[src/hdl/tpa_pkg.sv]
`default_nettype none

package tpa_pkg;

	// payload field widths
	localparam int LEN_W  = 27;
	localparam int PCT_W  = 7;
	localparam int CNT_W  = 32;
	localparam int TIER_W = 2;

	// stream data widths, padded to whole bytes
	localparam int IN_W  = 56;
	localparam int OUT_W = 128;

	// register port
	localparam int APB_AW = 3;
	localparam int APB_DW = 32;
	localparam logic REG_LOW_PCT = 1'b0;
	localparam logic REG_MED_PCT = 1'b1;

	// threshold values after reset
	localparam logic [PCT_W-1:0] RST_LOW_PCT = 7'd60;
	localparam logic [PCT_W-1:0] RST_MED_PCT = 7'd75;

	// tier capacities in bytes
	localparam int DEF_TIER_ONE_BYTES   = 1 << 20;
	localparam int DEF_TIER_TWO_BYTES   = 1 << 23;
	localparam int DEF_TIER_THREE_BYTES = 1 << 26;

	// tier codes
	localparam logic [TIER_W-1:0] TIER_ONE   = 2'd0;
	localparam logic [TIER_W-1:0] TIER_TWO   = 2'd1;
	localparam logic [TIER_W-1:0] TIER_THREE = 2'd2;
	localparam logic [TIER_W-1:0] TIER_NONE  = 2'd3;

endpackage

`default_nettype wire

[src/hdl/tiered_placement_allocator.sv]
// A request passes the input, decision, pressure and output registers on its way to m_tdata.
// Throughput: one request per cycle unless m_tready stalls; the fill counters are updated
// in a single stage, so a request sees the state left by the one before it.
// Reset (arst_n low): fill counts, placement and miss counters cleared, thresholds 60 and 75,
// pipeline emptied.
`default_nettype none

module tiered_placement_allocator
	import tpa_pkg::*;
#(
	parameter int TIER_ONE_BYTES   = DEF_TIER_ONE_BYTES,
	parameter int TIER_TWO_BYTES   = DEF_TIER_TWO_BYTES,
	parameter int TIER_THREE_BYTES = DEF_TIER_THREE_BYTES
) (
	input  wire logic              clk,
	input  wire logic              arst_n,
	// request stream
	input  wire logic              s_tvalid,
	output logic                   s_tready,
	// [26:0] source_length, [53:27] dest_limit, [55:54] zero
	input  wire logic [IN_W-1:0]   s_tdata,
	// result stream
	output logic                   m_tvalid,
	input  wire logic              m_tready,
	// [1:0] placed_tier, [28:2] write_offset, [55:29] placed_length,
	// [62:56] pressure_pct, [94:63] placement_count, [126:95] miss_count, [127] zero
	output logic [OUT_W-1:0]       m_tdata,
	// register port
	input  wire logic              psel,
	input  wire logic              penable,
	input  wire logic              pwrite,
	input  wire logic [APB_AW-1:0] paddr,
	input  wire logic [APB_DW-1:0] pwdata,
	output logic [APB_DW-1:0]      prdata,
	output logic                   pready
);

	// sizes that follow from the capacities
	localparam longint unsigned CAP = longint'(TIER_ONE_BYTES) + longint'(TIER_TWO_BYTES)
		+ longint'(TIER_THREE_BYTES);
	localparam int T1_W  = $clog2(TIER_ONE_BYTES + 1);
	localparam int T2_W  = $clog2(TIER_TWO_BYTES + 1);
	localparam int T3_W  = $clog2(TIER_THREE_BYTES + 1);
	localparam int MX1_W = (T1_W > LEN_W) ? T1_W : LEN_W;
	localparam int MX2_W = (T2_W > MX1_W) ? T2_W : MX1_W;
	localparam int MX3_W = (T3_W > MX2_W) ? T3_W : MX2_W;
	localparam int FIT_W = MX3_W + 1;
	localparam int TOT_W = $clog2(CAP + 1);
	localparam int SC_W  = $clog2(100 * CAP + 1);
	localparam int LC_W  = $clog2(127 * CAP + 1);
	localparam int L100_W = LEN_W + PCT_W;
	localparam int THR_W = TOT_W + 1;
	localparam int THR_N = 1 << PCT_W;
	// pressure estimate: floor(total * RECIP / 2^RSH) is exact or one short
	localparam int RSH = 32;
	localparam longint unsigned RECIP = (64'd100 << RSH) / CAP;
	localparam int PROD_W = RSH + PCT_W + 1;

	// threshold table: smallest total that gives each pressure value
	logic [THR_W-1:0] thr [THR_N];
	for (genvar p = 0; p < THR_N; p++) begin : g_thr
		localparam longint unsigned THR_V = (64'(p) * CAP + 64'd99) / 64'd100;
		assign thr[p] = THR_W'(THR_V);
	end

	// configuration registers
	logic [PCT_W-1:0] low_pct_q, med_pct_q;
	logic [LC_W-1:0]  low_cap_q, med_cap_q;
	logic             cfg_wr;

	assign pready = 1'b1;
	assign cfg_wr = psel & penable & pwrite;

	always_ff @(posedge clk or negedge arst_n) begin
		if (!arst_n) begin
			low_pct_q <= RST_LOW_PCT;
			med_pct_q <= RST_MED_PCT;
			low_cap_q <= LC_W'(64'(RST_LOW_PCT) * CAP);
			med_cap_q <= LC_W'(64'(RST_MED_PCT) * CAP);
		end else if (cfg_wr) begin
			unique case (paddr[2])
				REG_LOW_PCT: begin
					low_pct_q <= pwdata[PCT_W-1:0];
					low_cap_q <= LC_W'(pwdata[PCT_W-1:0]) * LC_W'(CAP);
				end
				REG_MED_PCT: begin
					med_pct_q <= pwdata[PCT_W-1:0];
					med_cap_q <= LC_W'(pwdata[PCT_W-1:0]) * LC_W'(CAP);
				end
				default: ;
			endcase
		end
	end

	// register readback
	always_comb begin
		unique case (paddr[2])
			REG_LOW_PCT: prdata = APB_DW'(low_pct_q);
			REG_MED_PCT: prdata = APB_DW'(med_pct_q);
			default:     prdata = '0;
		endcase
	end

	// stage handshake: a stage loads when it is empty or its beat moves on
	logic v1_s1, v2_s2, v3_s3, v4_s4;
	logic rdy1, rdy2, rdy3, rdy4;

	assign rdy4     = !v4_s4 || m_tready;
	assign rdy3     = !v3_s3 || rdy4;
	assign rdy2     = !v2_s2 || rdy3;
	assign rdy1     = !v1_s1 || rdy2;
	assign s_tready = rdy1;
	assign m_tvalid = v4_s4;

	always_ff @(posedge clk or negedge arst_n) begin
		if (!arst_n) begin
			v1_s1 <= 1'b0;
			v2_s2 <= 1'b0;
			v3_s3 <= 1'b0;
			v4_s4 <= 1'b0;
		end else begin
			if (rdy1) v1_s1 <= s_tvalid;
			if (rdy2) v2_s2 <= v1_s1;
			if (rdy3) v3_s3 <= v2_s2;
			if (rdy4) v4_s4 <= v3_s3;
		end
	end

	// input stage: placement length and its scaled form
	logic [LEN_W-1:0]  in_src, in_lim, in_len;
	logic [LEN_W-1:0]  len_s1;
	logic [L100_W-1:0] len100_s1;
	logic              nz_s1;

	assign in_src = s_tdata[LEN_W-1:0];
	assign in_lim = s_tdata[2*LEN_W-1:LEN_W];
	assign in_len = (in_src == '0) ? '0 : ((in_src < in_lim) ? in_src : in_lim);

	always_ff @(posedge clk) begin
		if (rdy1) begin
			len_s1    <= in_len;
			nz_s1     <= (in_src != '0);
			len100_s1 <= (L100_W'(in_len) << 6) + (L100_W'(in_len) << 5)
				+ (L100_W'(in_len) << 2);
		end
	end

	// fill state; sc_q tracks 100 times the total fill
	logic [T1_W-1:0]  t1_used_q;
	logic [T2_W-1:0]  t2_used_q;
	logic [T3_W-1:0]  t3_used_q;
	logic [TOT_W-1:0] total_q;
	logic [SC_W-1:0]  sc_q;
	logic [CNT_W-1:0] place_cnt_q, miss_cnt_q;

	// tier choice
	logic              fit1, fit2, fit3, low_ok, med_ok, adv1;
	logic [TIER_W-1:0] tier_sel;

	assign adv1   = v1_s1 && rdy2;
	assign low_ok = LC_W'(sc_q) < low_cap_q;
	assign med_ok = LC_W'(sc_q) < med_cap_q;
	assign fit1   = (FIT_W'(t1_used_q) + FIT_W'(len_s1)) <= FIT_W'(TIER_ONE_BYTES);
	assign fit2   = (FIT_W'(t2_used_q) + FIT_W'(len_s1)) <= FIT_W'(TIER_TWO_BYTES);
	assign fit3   = (FIT_W'(t3_used_q) + FIT_W'(len_s1)) <= FIT_W'(TIER_THREE_BYTES);

	always_comb begin
		if (!nz_s1)             tier_sel = TIER_NONE;
		else if (low_ok && fit1) tier_sel = TIER_ONE;
		else if (med_ok && fit2) tier_sel = TIER_TWO;
		else if (fit3)           tier_sel = TIER_THREE;
		else                     tier_sel = TIER_NONE;
	end

	// counters after this request
	logic [CNT_W-1:0] place_nxt, miss_nxt;
	logic             placed, missed;

	assign placed    = (tier_sel != TIER_NONE);
	assign missed    = nz_s1 && !placed;
	assign place_nxt = (placed && place_cnt_q != '1) ? place_cnt_q + 1'b1 : place_cnt_q;
	assign miss_nxt  = (missed && miss_cnt_q != '1) ? miss_cnt_q + 1'b1 : miss_cnt_q;

	// state update as the request leaves the input stage
	always_ff @(posedge clk or negedge arst_n) begin
		if (!arst_n) begin
			t1_used_q   <= '0;
			t2_used_q   <= '0;
			t3_used_q   <= '0;
			total_q     <= '0;
			sc_q        <= '0;
			place_cnt_q <= '0;
			miss_cnt_q  <= '0;
		end else if (adv1) begin
			place_cnt_q <= place_nxt;
			miss_cnt_q  <= miss_nxt;
			if (placed) begin
				total_q <= total_q + TOT_W'(len_s1);
				sc_q    <= sc_q + SC_W'(len100_s1);
			end
			case (tier_sel)
				TIER_ONE:   t1_used_q <= t1_used_q + T1_W'(len_s1);
				TIER_TWO:   t2_used_q <= t2_used_q + T2_W'(len_s1);
				TIER_THREE: t3_used_q <= t3_used_q + T3_W'(len_s1);
				default:    ;
			endcase
		end
	end

	// write offset is the chosen tier's old fill
	logic [LEN_W-1:0] offset_sel;

	always_comb begin
		case (tier_sel)
			TIER_ONE:   offset_sel = LEN_W'(t1_used_q);
			TIER_TWO:   offset_sel = LEN_W'(t2_used_q);
			TIER_THREE: offset_sel = LEN_W'(t3_used_q);
			default:    offset_sel = '0;
		endcase
	end

	// decision stage
	logic [TIER_W-1:0] tier_s2, tier_s3, tier_s4;
	logic [LEN_W-1:0]  offset_s2, offset_s3, offset_s4;
	logic [LEN_W-1:0]  len_s2, len_s3, len_s4;
	logic [TOT_W-1:0]  total_s2, total_s3;
	logic [CNT_W-1:0]  pc_s2, pc_s3, pc_s4;
	logic [CNT_W-1:0]  mc_s2, mc_s3, mc_s4;
	logic [PROD_W-1:0] prod_s3;
	logic [PCT_W-1:0]  pres_s4;

	always_ff @(posedge clk) begin
		if (rdy2) begin
			tier_s2   <= tier_sel;
			offset_s2 <= offset_sel;
			len_s2    <= len_s1;
			total_s2  <= total_q;
			pc_s2     <= place_nxt;
			mc_s2     <= miss_nxt;
		end
	end

	// pressure estimate by reciprocal multiply
	always_ff @(posedge clk) begin
		if (rdy3) begin
			tier_s3   <= tier_s2;
			offset_s3 <= offset_s2;
			len_s3    <= len_s2;
			total_s3  <= total_s2;
			pc_s3     <= pc_s2;
			mc_s3     <= mc_s2;
			prod_s3   <= PROD_W'(total_s2) * PROD_W'(RECIP);
		end
	end

	// estimate correction against the threshold table
	logic [PCT_W-1:0] pres_est, pres_up;
	logic             pres_inc;

	assign pres_est = prod_s3[RSH +: PCT_W];
	assign pres_up  = pres_est + 1'b1;
	assign pres_inc = THR_W'(total_s3) >= thr[pres_up];

	// output register
	always_ff @(posedge clk) begin
		if (rdy4) begin
			tier_s4   <= tier_s3;
			offset_s4 <= offset_s3;
			len_s4    <= len_s3;
			pc_s4     <= pc_s3;
			mc_s4     <= mc_s3;
			pres_s4   <= pres_inc ? pres_up : pres_est;
		end
	end

	assign m_tdata = {1'b0, mc_s4, pc_s4, pres_s4, len_s4, offset_s4, tier_s4};

endmodule

`default_nettype wire
[config.mk]
export PLATFORM = sky130hd
export DESIGN_NAME = tiered_placement_allocator
export DESIGN_NICKNAME = d
export VERILOG_FILES = /design/src/hdl/tpa_pkg.sv /design/src/hdl/tiered_placement_allocator.sv
export SDC_FILE = /design/constraint.sdc
export NUM_CORES = 2
export LEC_CHECK = 0
export BUFFER_PORTS_ARGS = -buffer_cell sky130_fd_sc_hd__buf_2
export CORE_MARGIN = 3
export CORE_UTILIZATION = 68
export CTS_BUF_LIST = sky130_fd_sc_hd__clkbuf_16
export CTS_CLUSTER_SIZE = 25
export DETAILED_ROUTE_END_ITERATION = 10
export MAX_ROUTING_LAYER = met4
export PLACE_DENSITY = 0.91
export SYNTH_ARGS = -nofsm -noshare
export SYNTH_HDL_FRONTEND = slang
export SYNTH_SLANG_ARGS = --single-unit
[constraint.sdc]
create_clock -name clk -period 20.5 [get_ports clk]
set_clock_uncertainty 0.15 [all_clocks]
set_input_delay 0 -clock clk [delete_from_list [all_inputs] [get_ports clk]]
set_output_delay 0 -clock clk [all_outputs]
set_load 0.01 [all_outputs]
## Word-level counts from Yosys, hierarchy flattened

Memory sizes are Yosys's and may differ from the RTL's.
Index checks and enable logic that the tools add are counted.

- Equal/unequal tests: 5
- $add $sub $neg: 13
- Divide/modulo/power cells: 0
- Reductions and logical operators: 24
- Multiply operators: 2
- Order comparisons: 8
- Shifts and indexed selects: 0
- Bitwise gates (word level): 4
- Muxes and demuxes: 13

Operators by type and width:

| operator | count |
|---|---|
| 27-bit case mux with 3 select lines | 1 |
| 33-bit by 34-bit less-than comparator with 1-bit output | 2 |
| 32-bit by 1-bit adder with 32-bit output, second input constant | 2 |
| 32-bit two-way mux | 2 |
| 32-bit inequality test, second input constant | 2 |
| 32-bit case mux with 2 select lines | 1 |
| 28-bit two-way mux | 2 |
| 27-bit adder | 2 |
| 27-bit two-way mux | 2 |
| 27-bit by 12-bit multiplier with 38-bit output, second input constant | 1 |
| 33-bit by 29-bit adder with 33-bit output | 1 |
| 33-bit by 32-bit adder with 33-bit output | 1 |
| 33-bit adder | 1 |
| 21-bit by 27-bit adder with 28-bit output | 1 |
| 24-bit by 27-bit adder with 28-bit output | 1 |
| 27-bit by 27-bit adder with 28-bit output | 1 |
| 27-bit by 28-bit greater-or-equal comparator with 1-bit output | 1 |
| 28-bit by 21-bit less-or-equal comparator with 1-bit output, second input constant | 1 |
| 28-bit by 24-bit less-or-equal comparator with 1-bit output, second input constant | 1 |
| 28-bit by 27-bit less-or-equal comparator with 1-bit output, second input constant | 1 |
| 27-bit zero test | 1 |
| 27-bit less-than comparator | 1 |
| 27-bit nonzero test | 1 |
| 24-bit adder | 1 |
| 18 further kinds | 38 |

- Output and inout bits: 163
- ROM bits: 3584
- Bits in registers: 762
- Bits in latches: 0
- RAM bits: 0
- Memories kept: 1
- Word-level logic and storage cells: 107

Memory list:

| name | depth | bits a word | rd ports | clocked after memory_dff | wr ports | line | text |
|---|---|---|---|---|---|---|---|
| (no name shown) | 128 | 28 | 1 | 0 | 0 | tiered_placement_allocator.sv:262 | `assign pres_inc = THR_W'(total_s3) >= thr[pres_up];` |

## Depth between registers and ports, before layout

- Depth in word-level cells: 11
- Gate-level depth with buffers: 31
- Depth with buffers taken out: 29

## Worst setup path after synthesis

No wires, ideal clock.

- Path kind: reg2reg
- Start: register v4_s4 (netlist: m_tvalid)
- End: register t1_used_q[10]
- Clock period less this slack: 6682 ps
- Arrival: 6399 ps
- Path slack: 13818 ps
- Stages on the path, launching flop included: 9
- Path through: dfrtp_1 nor2b_1 nand3_1 and2_1 clkbuf_1 nand3_1 clkbuf_1 clkbuf_1 o21ai_0

- Longest elaborated chain between the ends: 6

RTL lines:

| element | line | text |
|---|---|---|
| from (decl) | tiered_placement_allocator.sv:105 | `logic v1_s1, v2_s2, v3_s3, v4_s4;` |
| from (signal assigned) | tiered_placement_allocator.sv:125 | `if (rdy4) v4_s4 <= v3_s3;` |
| 1-bit zero test | tiered_placement_allocator.sv:108 | `assign rdy4 = !v4_s4 \|\| m_tready;` |
| 1-bit logical OR | tiered_placement_allocator.sv:108 |  |
| 1-bit logical OR | tiered_placement_allocator.sv:109 | `assign rdy3 = !v3_s3 \|\| rdy4;` |
| 1-bit logical OR | tiered_placement_allocator.sv:110 | `assign rdy2 = !v2_s2 \|\| rdy3;` |
| 1-bit logical AND | tiered_placement_allocator.sv:160 | `assign adv1 = v1_s1 && rdy2;` |
| 2-bit AND reduction (no source line) | -- |  |
| to (signal assigned) | tiered_placement_allocator.sv:202 | `TIER_ONE: t1_used_q <= t1_used_q + T1_W'(len_s1);` |
| to (decl) | tiered_placement_allocator.sv:149 | `logic [T1_W-1:0] t1_used_q;` |

No other way between the ends.
A chain may end at the register's enable or synchronous reset.

## Final worst setup path

- Start: input port s_tdata[1]
- End: register len100_s1[32], data pin

- Longest elaborated chain between the ends: 5
- Elaborated cells between the ends (all ways): 6
- Classes of those cells: add/sub: 2; order compare: 1; mux: 2; reduce/logical: 1

RTL lines:

| element | line | text |
|---|---|---|
| from (decl) | tiered_placement_allocator.sv:21 | `input wire logic [IN_W-1:0] s_tdata,` |
| 27-bit less-than comparator | tiered_placement_allocator.sv:137 | `assign in_len = (in_src == '0) ? '0 : ((in_src < in_lim) ? in_src : in_lim);` |
| 27-bit two-way mux | tiered_placement_allocator.sv:137 |  |
| 27-bit two-way mux * | tiered_placement_allocator.sv:137 |  |
| via in_len[8] | tiered_placement_allocator.sv:130 | `logic [LEN_W-1:0] in_src, in_lim, in_len;` |
| 33-bit by 32-bit adder with 33-bit output | tiered_placement_allocator.sv:143 | `len100_s1 <= (L100_W'(in_len) << 6) + (L100_W'(in_len) << 5)` |
| 33-bit by 29-bit adder with 33-bit output * | tiered_placement_allocator.sv:144 | `+ (L100_W'(in_len) << 2);` |
| to (signal assigned) | tiered_placement_allocator.sv:143 |  |
| to (decl) | tiered_placement_allocator.sv:132 | `logic [L100_W-1:0] len100_s1;` |

Mark *: on every way through the listed nets, which the timed path passes. The rest lies on a longest branch.

==> flow_metrics.py <==
metrics = {
    "worst_hold_path": {
        "worstHoldPathCells": 3,
        "hold_end": "med_pct_q[6]",
        "hold_start": "pwrite",
        "hold_class": "input port to register",
    },
    "routing": {
        "drt_iter0_markers": 3989,
        "antenna_left": 0,
        "totalWireLength_um": 126200,
        "wire_per_inst_um": 22.27,
        "via_count": 36895,
        "viasPerCell": 6.509,
        "firstDrtPassIters": 7,
        "drc": 0,
    },
    "worst_setup_path": {
        "path_common_cell": "a21o_1",
        "end_kind": "register",
        "start_kind": "input port",
        "cp_max_fo": 63,
        "r2r_cells": 22,
        "r2r_end": "prod_s3[38]",
        "cp.required_ns": 20.73,
        "timing.rr.start": "total_s2[11]",
        "r2r_slack_ns": 13.48,
        "path_class": "input port to register",
        "crit_arrival_ns": 8.06,
        "max_stage_delay_ns": 0.69,
        "cp_slowest_cell": "buf_4",
    },
    "grt": {
        "grt_pass1_wl_um": 198500,
        "grt_pass1_vias": 36786,
        "track_usage_pct": 35.21,
        "grt_antenna_before_repair": 2,
        "grt_max_degree": 107,
        "grt.overflow.total": 0,
    },
    "run": {
        "cap_violations": 0,
    },
    "timing": {
        "slew_viol_final": 0,
        "relSlewSlack_pct": 17.58,
        "setup_viol": 0,
        "tns_ns": 0,
        "rsz0062_at_grt": "no",
        "period_minus_slack_ns": 7.829,
        "hold_viol": 7,
        "fin_hold_ws_ns": -0.04235,
        "max_freq_ghz": 0.1277,
        "fin_crit_sh_pct": 38.19,
        "tightest_slew_ns": 1.230,
    },
    "synth": {
        "synthDominantCellAreaShare_pct": 30.83,
        "synthTopCellsByArea": "edfxtp_1, dfrtp_1, ha_1",
        "synth_cells": 4486,
        "avgSynthCellArea_um2": 10.51,
        "synthFlopType": "edfxtp_1",
        "synth-seq-cells": 718,
        "synth_common_cells": "edfxtp_1, ha_1, inv_1",
        "yosysSeqAreaShare_pct": 43.30,
        "async_flop_share_pct": 32.59,
        "ys_types": 99,
        "ys_warn_count": 0,
        "yosysMostFrequentCell": "edfxtp_1",
        "synth_enable_flop_cells": 484,
        "yosys.area.top_type": "edfxtp_1",
        "netlist_area_um2": 47140,
    },
    "placement": {
        "gp_congestion": 0.9455,
        "io_buffers": 204,
        "hpwl_um": 82010,
    },
    "clock_tree": {
        "clock_path_buffers": 3,
        "clk_latency_ns": 0.64,
        "cts_made_buffers": 75,
        "cts_tree": "built",
        "h-tree-depth": 3,
        "root_buffer": "clkbuf_16",
        "clk_pin_slew_ns": 0.06,
        "cts_num_sinks": 718,
        "post_cts_resized": 0,
    },
    "final_layout": {
        "layout-drive-gt1-share_pct": 10.68,
        "multiInputGateArea_um2": 24450,
        "nets": 5328,
        "fillCellCount": 3894,
        "syn_to_final_growth_pct": 10.50,
        "seq_area_um2": 20410,
    },
    "run_status": {
        "failed_checks": "negative hold slack",
        "status": "finished with violations",
    },
    "floorplan": {
        "die_area_um2": 72520,
        "num_rows": 95,
        "initial_core_util_pct": 69.45,
        "ios": 261,
        "die_w_um": 269.3,
        "core_um2": 67870,
        "die-height_um": 269.3,
    },
}
## how the worst max path moves through the flow
stage	start	end	slack, ns	depth (start not counted)
floorplan	m_tvalid	t1_used_q[10]	13.82	8
global placement	s_tdata[28]	len100_s1[32]	13.77	30
detailed placement	total_s2[6]	prod_s3[38]	13.52	22
CTS	s_tdata[1]	len100_s1[32]	13.23	31
global route	s_tdata[1]	len100_s1[32]	12.33	31
finish	s_tdata[1]	len100_s1[32]	12.67	31
## stage by stage
stage	cell area [µm²]	hold slack [ns]	setup slack, ns	cells	util (%)
3_5_place_dp	48800	-0.03952	13.52	5452	71.91
4_1_cts	52060	0.01880	13.23	5664	76.70
5_1_grt	52090	0.001540	12.33	5668	76.74
2_1_floorplan	47230	-0.4456	13.82	4511	-
3_3_place_gp	48800	-0.03848	13.77	5452	71.91
6_report	52090	-0.04235	12.67	5668	76.74
## worst max-delay path, delay by kind of cell
family / cells / cell delay (ns)
and+or+nand+nor: 5 / 1.14
xor gates and xnor gates: 2 / 0.29
muxes: 1 / 0.15
AOI/OAI and AO/OA: 16 / 3.60
adders and majority gates: 3 / 0.83
buffers and inverters: 4 / 2.00
## final cells by class
cell class / count / area share, %
antenna: 2 / 0.009608
clock buffer: 78 / 3.747
clock inverter: 62 / 1.088
inverter: 393 / 2.837
multi-input combinational: 3179 / 46.95
sequential: 718 / 39.19
tap: 921 / 2.212
timing repair buffer: 315 / 3.973
## sequential cells by signal, summed over array words and instances, names as in the netlist, 28 cells and up
signal / cells
mc_s2: 32
mc_s3: 32
mc_s4: 32
miss_cnt_q: 32
pc_s2: 32
pc_s3: 32
pc_s4: 32
place_cnt_q: 32
sc_q: 31
len100_s1: 28
## placed cells by master (no fill, tap or decap), drive strengths merged, types with 71 or more instances in the layout
master / count
mux2: 89
xor2: 148
nand3: 108
ha: 394
a21oi: 264
edfxtp: 484
a21o: 114
dfrtp: 217
nor3: 98
dlygate4sd3: 71
nor2: 266
nand2: 362
buf: 243
clkbuf: 79
fa: 154
o21ai: 276
inv: 419
xnor2: 184
## metal layers
metal	track usage (%)	wire length, µm
met2	56.85	60150
met5	-	0
met4	20.30	8601
met1	42.48	45970
met3	5.405	11480
## timing repair
action / 4_1_cts / 5_1_grt
hold buffers: 72 / 0
setup buffers: 0 / 0
hold endpoints to repair: 185 / 0
## logic make-up after synthesis
| family | share of synthesized area, % |
|---|---|
| flip-flops | 43.30 |
| multiplexers | 3.334 |
| AO/OA/AOI/OAI | 13.53 |
| buffers and inverters | 5.293 |
| XOR/XNOR | 6.169 |
| adder cells (fa/ha/maj) | 17.00 |
| AND/OR/NAND/NOR | 11.37 |
| other | 0.01593 |
Power is not shown: default switching activity piles up to over one toggle a cycle in this logic, so the estimate is an artifact.
